## src/rtl/sliding_window_maximum_unit_macros.svh

```systemverilog
// Assertion macros for the sliding window maximum unit.
`ifndef SLIDING_WINDOW_MAXIMUM_UNIT_MACROS_SVH
`define SLIDING_WINDOW_MAXIMUM_UNIT_MACROS_SVH

// Consequent checked in the same cycle as the antecedent.
`define SWM_ASSERT_SAME(label, ante, cons, msg) \
  label: assert property (@(posedge clk_i) disable iff (!rst_ni) (ante) |-> (cons)) \
    else $error(msg);

// Consequent checked in the cycle after the antecedent.
`define SWM_ASSERT_NEXT(label, ante, cons, msg) \
  label: assert property (@(posedge clk_i) disable iff (!rst_ni) (ante) |=> (cons)) \
    else $error(msg);

`endif

```

## src/rtl/swm_pkg.sv

```systemverilog
// Shared constants, payload types and helpers of the sliding window maximum unit.
package swm_pkg;

  localparam int unsigned MaxWindow  = 64;
  localparam int unsigned SampleBits = 16;
  localparam int unsigned IdxW       = $clog2(MaxWindow);
  localparam int unsigned CntW       = $clog2(MaxWindow + 1);
  localparam int unsigned CfgW       = 7;
  localparam int unsigned AddrW      = 3;
  localparam int unsigned DataW      = 32;

  localparam logic [CfgW-1:0] WindowReset = CfgW'(3);
  localparam logic            RegWindowIdx = 1'b0;

  typedef logic signed [SampleBits-1:0] sample_t;

  typedef struct packed {
    sample_t sample;
    logic    stream_end;
  } swm_in_t;

  typedef struct packed {
    sample_t window_max;
    logic    final_res;
  } swm_out_t;

  typedef struct packed {
    logic shift;
    logic start;
  } cell_ctrl_t;

  function automatic logic [CntW-1:0] eff_window(logic [CfgW-1:0] v);
    logic [CntW-1:0] r;
    if (v == '0) begin
      r = CntW'(1);
    end else if (32'(v) > MaxWindow) begin
      r = CntW'(MaxWindow);
    end else begin
      r = CntW'(v);
    end
    return r;
  endfunction

endpackage

```

## src/rtl/swm_cell.sv

```systemverilog
// One cell of the chain: holds the maximum of the newest samples up to its depth.
module swm_cell
  import swm_pkg::*;
(
  input  logic       clk_i,
  input  cell_ctrl_t ctrl_i,
  input  sample_t    sample_i,
  input  sample_t    prev_max_i,
  output sample_t    max_o
);

  sample_t max_q;
  sample_t max_d;

  always_comb begin
    if (ctrl_i.start || (sample_i >= prev_max_i)) begin
      max_d = sample_i;
    end else begin
      max_d = prev_max_i;
    end
  end

  always_ff @(posedge clk_i) begin
    if (ctrl_i.shift) begin
      max_q <= max_d;
    end
  end

  assign max_o = max_q;

endmodule

```

## src/rtl/swm_regs.sv

```systemverilog
// Configuration register block with APB-style access.
module swm_regs
  import swm_pkg::*;
(
  input  logic             clk_i,
  input  logic             rst_ni,
  input  logic             psel,
  input  logic             penable,
  input  logic             pwrite,
  input  logic [AddrW-1:0] paddr,
  input  logic [DataW-1:0] pwdata,
  output logic [DataW-1:0] prdata,
  output logic             pready,
  output logic             cfg_wr_o,
  output logic [CfgW-1:0]  window_size_o
);

  logic [CfgW-1:0] window_q;
  logic            hit;

  assign pready   = 1'b1;
  assign hit      = (paddr[AddrW-1:2] == RegWindowIdx);
  assign cfg_wr_o = psel && penable && pwrite && pready && hit;

  always_ff @(posedge clk_i or negedge rst_ni) begin
    if (!rst_ni) begin
      window_q <= WindowReset;
    end else if (cfg_wr_o) begin
      window_q <= pwdata[CfgW-1:0];
    end
  end

  assign prdata        = hit ? DataW'(window_q) : '0;
  assign window_size_o = window_q;

endmodule

```

## src/rtl/sliding_window_maximum_unit.sv

```systemverilog
// Top level of the sliding window maximum unit: cell chain, stream control, output stage.
//
//   port group   direction  handshake                  payload
//   in_*         input      in_valid_i / in_ready_o    in_data_i  (swm_in_t)
//   out_*        output     out_valid_o / out_ready_i  out_data_o (swm_out_t)
//   APB          in/out     psel, penable, pwrite      paddr, pwdata, prdata
//
// One sample per clock while in_ready_o is high; a result is registered in the cells, then in the output stage.
// Cells past the head compare the neighbor's maximum with the broadcast sample in parallel.
// Reset clears the stream count and the output stage and sets the window to 3.
// A result held at the output stalls intake only once a second result is pending.
`include "sliding_window_maximum_unit_macros.svh"

module sliding_window_maximum_unit
  import swm_pkg::*;
(
  input  logic             clk_i,
  input  logic             rst_ni,
  input  logic             in_valid_i,
  output logic             in_ready_o,
  input  swm_in_t          in_data_i,
  output logic             out_valid_o,
  input  logic             out_ready_i,
  output swm_out_t         out_data_o,
  input  logic             psel,
  input  logic             penable,
  input  logic             pwrite,
  input  logic [AddrW-1:0] paddr,
  input  logic [DataW-1:0] pwdata,
  output logic [DataW-1:0] prdata,
  output logic             pready
);

  logic            cfg_wr;
  logic [CfgW-1:0] window_size;
  logic [CntW-1:0] w_eff;

  logic [CntW-1:0] seen_q;
  logic [CntW-1:0] seen_d;
  logic [CntW-1:0] seen_inc;
  logic            pend_q;
  logic [IdxW-1:0] sel_q;
  logic [CntW-1:0] sel_full;
  logic            last_q;
  logic            out_valid_q;
  swm_out_t        out_data_q;

  logic            in_fire;
  logic            load_out;
  logic            emit;
  cell_ctrl_t      ctrl;
  sample_t         cell_max [MaxWindow];

  swm_regs u_regs (
    .clk_i         (clk_i),
    .rst_ni        (rst_ni),
    .psel          (psel),
    .penable       (penable),
    .pwrite        (pwrite),
    .paddr         (paddr),
    .pwdata        (pwdata),
    .prdata        (prdata),
    .pready        (pready),
    .cfg_wr_o      (cfg_wr),
    .window_size_o (window_size)
  );

  assign w_eff = eff_window(window_size);

  assign load_out   = pend_q && (!out_valid_q || out_ready_i);
  assign in_ready_o = !pend_q || load_out;
  assign in_fire    = in_valid_i && in_ready_o;

  assign seen_inc = (seen_q < w_eff) ? seen_q + CntW'(1) : seen_q;
  assign emit     = (seen_inc >= w_eff) || in_data_i.stream_end;
  assign sel_full = seen_inc - CntW'(1);
  assign seen_d   = in_data_i.stream_end ? '0 : seen_inc;

  assign ctrl.shift = in_fire;
  assign ctrl.start = (seen_q == '0);

  for (genvar k = 0; k < MaxWindow; k++) begin : g_cell
    if (k == 0) begin : g_head
      swm_cell u_cell (
        .clk_i      (clk_i),
        .ctrl_i     (ctrl),
        .sample_i   (in_data_i.sample),
        .prev_max_i (in_data_i.sample),
        .max_o      (cell_max[k])
      );
    end else begin : g_body
      swm_cell u_cell (
        .clk_i      (clk_i),
        .ctrl_i     (ctrl),
        .sample_i   (in_data_i.sample),
        .prev_max_i (cell_max[k-1]),
        .max_o      (cell_max[k])
      );
    end
  end

  always_ff @(posedge clk_i or negedge rst_ni) begin
    if (!rst_ni) begin
      seen_q      <= '0;
      pend_q      <= 1'b0;
      out_valid_q <= 1'b0;
    end else begin
      if (cfg_wr) begin
        seen_q <= '0;
      end else if (in_fire) begin
        seen_q <= seen_d;
      end
      if (in_fire) begin
        pend_q <= emit;
      end else if (load_out) begin
        pend_q <= 1'b0;
      end
      if (load_out) begin
        out_valid_q <= 1'b1;
      end else if (out_ready_i) begin
        out_valid_q <= 1'b0;
      end
    end
  end

  always_ff @(posedge clk_i) begin
    if (in_fire) begin
      sel_q  <= sel_full[IdxW-1:0];
      last_q <= in_data_i.stream_end;
    end
    if (load_out) begin
      out_data_q.window_max <= cell_max[sel_q];
      out_data_q.final_res  <= last_q;
    end
  end

  assign out_valid_o = out_valid_q;
  assign out_data_o  = out_data_q;

  `SWM_ASSERT_SAME(a_stall_when_full, pend_q && out_valid_q && !out_ready_i, !in_ready_o,
    "intake open while a result is pending behind a stalled output")
  `SWM_ASSERT_SAME(a_seen_bounded, 1'b1, seen_q <= w_eff,
    "sample count exceeds the window")
  `SWM_ASSERT_NEXT(a_end_clears, in_fire && in_data_i.stream_end, seen_q == '0,
    "stream state not cleared after the last sample")
  `SWM_ASSERT_NEXT(a_pend_moves, load_out && !in_fire, !pend_q && out_valid_q,
    "pending result not moved to the output stage")

endmodule
```

## config.mk

```make
export PLATFORM = sky130hd
export DESIGN_NAME = sliding_window_maximum_unit
export DESIGN_NICKNAME = d
export VERILOG_FILES = /design/src/rtl/swm_pkg.sv /design/src/rtl/swm_cell.sv /design/src/rtl/swm_regs.sv /design/src/rtl/sliding_window_maximum_unit.sv
export VERILOG_INCLUDE_DIRS = /design/src /design/src/rtl
export SDC_FILE = /design/constraint.sdc
export NUM_CORES = 2
export LEC_CHECK = 0
export ABC_AREA = 1
export BUFFER_PORTS_ARGS = -buffer_cell sky130_fd_sc_hd__buf_2
export CORE_MARGIN = 10
export CORE_UTILIZATION = 35
export DETAILED_ROUTE_END_ITERATION = 8
export MAX_ROUTING_LAYER = met4
export PLACE_DENSITY = 0.54
export SYNTH_ARGS = -nofsm -noshare
export SYNTH_HDL_FRONTEND = slang
export SYNTH_SLANG_ARGS = --single-unit
```

## constraint.sdc

```tcl
create_clock -name clk_i -period 26 [get_ports clk_i]
set_input_delay 2.6 -clock clk_i [delete_from_list [all_inputs] [get_ports clk_i]]
set_output_delay 2.6 -clock clk_i [all_outputs]
set_load 0.1 [all_outputs]
```

* Yosys cells after proc, flatten, opt, wreduce, memory -nomap -nowiden
Cells that the tools add are included.
** Word-level totals
- Flip-flop bits (word level) :: 1064
- Bits of input ports :: 59
** Cells by class
- $add $sub $neg :: 2
- Order comparisons :: 67
- Mux-type cells :: 77
- Bitwise operators :: 2
- Reductions and logical operators :: 78
** Operators with widths (number)
- 16-bit two-way mux :: 65
- 16-bit >= comparator :: 63
- 16-bit binary-select mux with 6-bit select :: 1
- 1-bit logical OR :: 66
- 7-bit two-way mux :: 7
- 7-bit zero test :: 2
- 7-bit by 1-bit adder with 7-bit output, second input constant :: 1
- 7-bit >= comparator :: 1
- 7-bit >= comparator, second input constant :: 1
- 7-bit greater-than comparator, second input constant :: 1
- 7-bit less-than comparator :: 1
- 6-bit inverter with 7-bit output :: 1
- 2-bit nonzero test :: 3
- 6-bit by 1-bit subtractor with 6-bit output, second input constant :: 1
- 1-bit logical AND :: 5
- 1-bit two-way mux :: 4
- 1-bit zero test :: 2
- 1-bit inverter :: 1

* Logic depth before layout (Yosys ltp)
- Depth in word-level cells :: 8
- Mapped depth :: 26
- Depth with buffers taken out :: 26

* By module
From an unflattened synthesis, not the netlist that was laid out.
** Second synthesis, totals
- Cells, all modules :: 11560
- Area total of the unflattened synthesis :: 89072.9 um^2
** Modules (own cells, without submodules)
- swm_cell at g_cell[0].g_head.u_cell ... :: instances 47, cells each 148, area an instance 1214.9 um^2, seq. area each 480.5 um^2
- swm_cell at g_cell[52].g_body.u_cell ... :: instances 17, cells each 145, area an instance 1206.2 um^2, seq. area each 480.5 um^2
- sliding_window_maximum_unit :: instances 1, cells each 2062, area an instance 10889.2 um^2, seq. area each 945.9 um^2
- swm_regs :: instances 1, cells each 77, area an instance 578.1 um^2, seq. area each 177.7 um^2

* Least setup slack after synthesis
OpenSTA, ideal clock, no wires.
- Path type :: input -> register
- From :: input out_ready_i
- To :: register seen_q[4]
- Library setup time :: 0.177 ns
- Data arrival time :: 27.297 ns
- Data required time :: 25.823 ns
- Slack :: -1.475 ns
- Stages on the path :: 6
- Buffers on the path :: 0
- Cell sequence :: inv_1 nand3_1 nand2_1 inv_1 nand3b_1 o21ai_0
** On the way
- Longest elaborated chain between the ends :: 5
** RTL lines
- start, declared :: RTL line sliding_window_maximum_unit.sv:23 : input logic out_ready_i,
- 1-bit logical OR :: RTL line sliding_window_maximum_unit.sv:70 : assign load_out = pend_q && (!out_valid_q || out_ready_i);
- 1-bit logical AND :: RTL line sliding_window_maximum_unit.sv:70
- 1-bit logical OR :: RTL line sliding_window_maximum_unit.sv:71 : assign in_ready_o = !pend_q || load_out;
- net in_ready_o :: RTL line sliding_window_maximum_unit.sv:20 : output logic in_ready_o,
- 1-bit logical AND :: RTL line sliding_window_maximum_unit.sv:72 : assign in_fire = in_valid_i && in_ready_o;
- net in_fire :: RTL line sliding_window_maximum_unit.sv:48 : logic in_fire;
- 2-bit nonzero test (no line)
- end signal, assigned :: RTL line sliding_window_maximum_unit.sv:111 : seen_q <= seen_d;
- end, declared :: RTL line sliding_window_maximum_unit.sv:38 : logic [CntW-1:0] seen_q;
The timed path passes the listed nets, and every way through them passes these cells.
A chain may end at the register's enable or synchronous reset.

* Worst setup path after layout
- From :: input out_ready_i
- To :: register g_cell[50].g_body.u_cell.max_q[6], enable pin
** On the way
- Longest elaborated chain between the ends :: 4
** RTL lines
- 1-bit logical OR :: RTL line sliding_window_maximum_unit.sv:70
- 1-bit logical AND :: RTL line sliding_window_maximum_unit.sv:70
- 1-bit logical OR :: RTL line sliding_window_maximum_unit.sv:71
- 1-bit logical AND :: RTL line sliding_window_maximum_unit.sv:72
- net in_fire :: RTL line sliding_window_maximum_unit.sv:48
- end signal, assigned :: RTL line swm_cell.sv:25 : max_q <= max_d;
- end, declared :: RTL line swm_cell.sv:12 : sample_t max_q;
The timed path passes the listed nets, and every way through them passes these cells.

==> run metrics <==
status complete, no violations; hold buffer count at CTS 0; # rows 174; Worst Path Buf+Inv 7; Syn Inst Count 9536; Core Util, Final 38.3%; synthesis-stage register bit count 1064; Post-DRT Antenna Nets 0; Via Count 68.0k; HP Start last_q$_DFFE_PP_; cts bufs inserted 135; NumNets Final 10.4k; routed wire length 267000 um; CP Launch Type primary input; CTS tree built; GP Congestion 0.908; Die Span Y 496 um; hold path depth 0; Clock Skew 41.6 ps; Slew Limit Fails 0; period utilization 24.2%; synthesis-to-layout area growth 8.61%; I/O pins 111; RR Endpoint out_data_o[10]$_DFFE_PP_; port bufs 57; R2R Path Start sel_q[0]$_DFFE_PP_; crit-path leading delay family buffers and inverters; pwr/cell area 148 nW/um2; Critical Path Max Stage Delay 890 ps; Initial Util 35.2%; clk slew on worst S/H paths 60 ps; Peak VDD IR 91.7 uV; Max Clk Rate 159 MHz; Yosys warning total 0; fraction of registers with async set/reset 1.50%; final hold vios 0; CP max stage cell buf_4; die width 496 um; number of global-route vias before repair 64.5k; Fillers 22.8k; min cycle time layout 6300 ps; H-tree level count 4; gr ovfl total 0; hold endpoint out_data_o[0]$_DFFE_PP_; Post-synth EDFFs 1048; RSZ-0062 raised after global routing false; Synth top area share 39.7%; ranking of synthesized cells by area edfxtp_1 (40%), ha_1 (16%), o21ai_0 (10%); share of layout cells above drive strength 1 4.77%; residual DRC count 0; leading area contributor after synthesis edfxtp_1; commonest non-fill, non-tap cell in the layout nand2_1; Hold Path Class flip-flop to flip-flop; Reg area 31900 um2; reg2reg path depth 9; Seq/Total Area, Yosys 40.2%; later-pin clock latency in the skew report 820 ps; Starting DRT DRC Count 6708; critical path data required time 26400 ps; die area 246000 um2; Worst EP arrival 6700 ps; Post-DP HPWL 186000 um; Core Region 225000 um2; Crit path top cell by count buf_4; # setup viols final 0; Clock Sinks 1064; Setup Crit Path Kind primary input to flip-flop; setup tns final 0 ps; Final Power 12800 uW; Avg Inst Size Synth 8.32 um2; WL/cell 21.5 um; distinct cell type count after synthesis 56; pin slew with the least headroom to its limit 1270 ps; Max FO, Critical Path 167; fin area 86200 um2; post-CTS setup buffers 0; max cap viols 0; most frequent cells in the layout nand2_1 (1968), o21ai_0 (1602), inv_1 (1274), edfxtp_1 (1048), ha_1 (1022); Lkg Pwr 0.0385 uW; Area after DPL 81800 um2; largest net degree at the start of global routing 171; Relative slew margins 14.9%; via-per-instance ratio 5.47; CP cell instances buf_2 > inv_1 > nand3_1 > nand2_1 > clkinvlp_4 > buf_12 > buf_4 > buf_4 > buf_4; first-pass GRT wire length 400000 um; Post-CTS Resized 0; Synth Flop Type edfxtp_1; Clock Path Buffers 3; Mapped Area 79300 um2; Total GRT Usage 21.6%; Critical Path Sink Type flip-flop; TritonRoute pass-1 iters 7; r2r setup slk 20880 ps; Multi-input gate area 40000 um2; initial antenna violation count 11; Root Buffer clkbuf_16
[Yosys cell counts (all sizes together) (16+ instances only)]
cell type	number
nand2	1971
o21ai	1679
inv	1287
edfxtp	1048
ha	1022
a21oi	631
nor2	400
buf	278
clkbuf	264
nand4	190
a221oi	137
nand3	135
nor3	95
o211ai	78
o221ai	61
o21a	47
nor4	34
o22ai	25
a31o	19
nand3b	16
[stage by stage]
step	hold slack (ps)	instances	setup WS, ps
after floorplan	400	9560	5620
after global placement	405	12171	18940
after detailed placement	421	12171	18900
after CTS	422	12412	19750
after global routing	443	12418	19420
final	420	12419	19700
[where the power goes]
part	switching [uW]	internal [uW]	leakage, uW	total (uW)
Sequential	488	3280	0.0105	3770
Clock	822	1090	0.00210	1910
Combinational	5060	2040	0.0259	7100
[area by class of cell]
type / count / area share, %
Antenna cell: 6 / 0.0174
Clock buffer: 159 / 4.02
Clock inverter: 82 / 1.01
Inverter: 1288 / 5.64
Multi-Input combinational cell: 6666 / 46.5
Sequential cell: 1064 / 37.0
Tap cell: 2992 / 4.34
Timing Repair Buffer: 162 / 1.51
[registers in the layout (all words and copies together) (netlist names)]
register	cells
out_data_o	17
pend_q	1
seen_q	7
last_q	1
g_cell.g_body.u_cell.max_o	1008
u_regs.window_size_o	7
sel_q	6
g_cell.g_head.u_cell.max_o	16
out_valid_o	1
[layer usage]
metal  up-vias  share of wire (%)  global-route usage [%]
li1      32732                  -                       -
met1     32278                 44                    28.5
met2      2463                 45                    33.8
met3       490                7.4                    3.17
met4         0                4.0                    7.78
met5         -                  0                       -
[cells by family after synthesis]
kind of cell             Yosys count  synth area share, %
AND/OR/NAND/NOR                 2856                 14.9
buffers and inverters           1830                 9.50
flip-flops                      1064                 40.2
AO/OA/AOI/OAI                   2753                 19.2
other                              2              0.00947
adder cells (fa/ha/maj)         1022                 16.1
XOR/XNOR                           9               0.0994
[worst max path at each step]
stage / startpoint / end / cells after the start
2_1_floorplan: out_ready_i / seen_q[4]$_DFFE_PN0P_ / 6
3_3_place_gp: out_ready_i / g_cell[49].g_body.u_cell.max_o[4]$_DFFE_PP_ / 9
3_5_place_dp: out_ready_i / g_cell[50].g_body.u_cell.max_o[6]$_DFFE_PP_ / 9
4_1_cts: out_ready_i / g_cell[50].g_body.u_cell.max_o[6]$_DFFE_PP_ / 9
5_1_grt: out_ready_i / g_cell[49].g_body.u_cell.max_o[7]$_DFFE_PP_ / 9
6_report: out_ready_i / g_cell[50].g_body.u_cell.max_o[6]$_DFFE_PP_ / 9
Note: power is estimated with default switching activity, not from simulation.
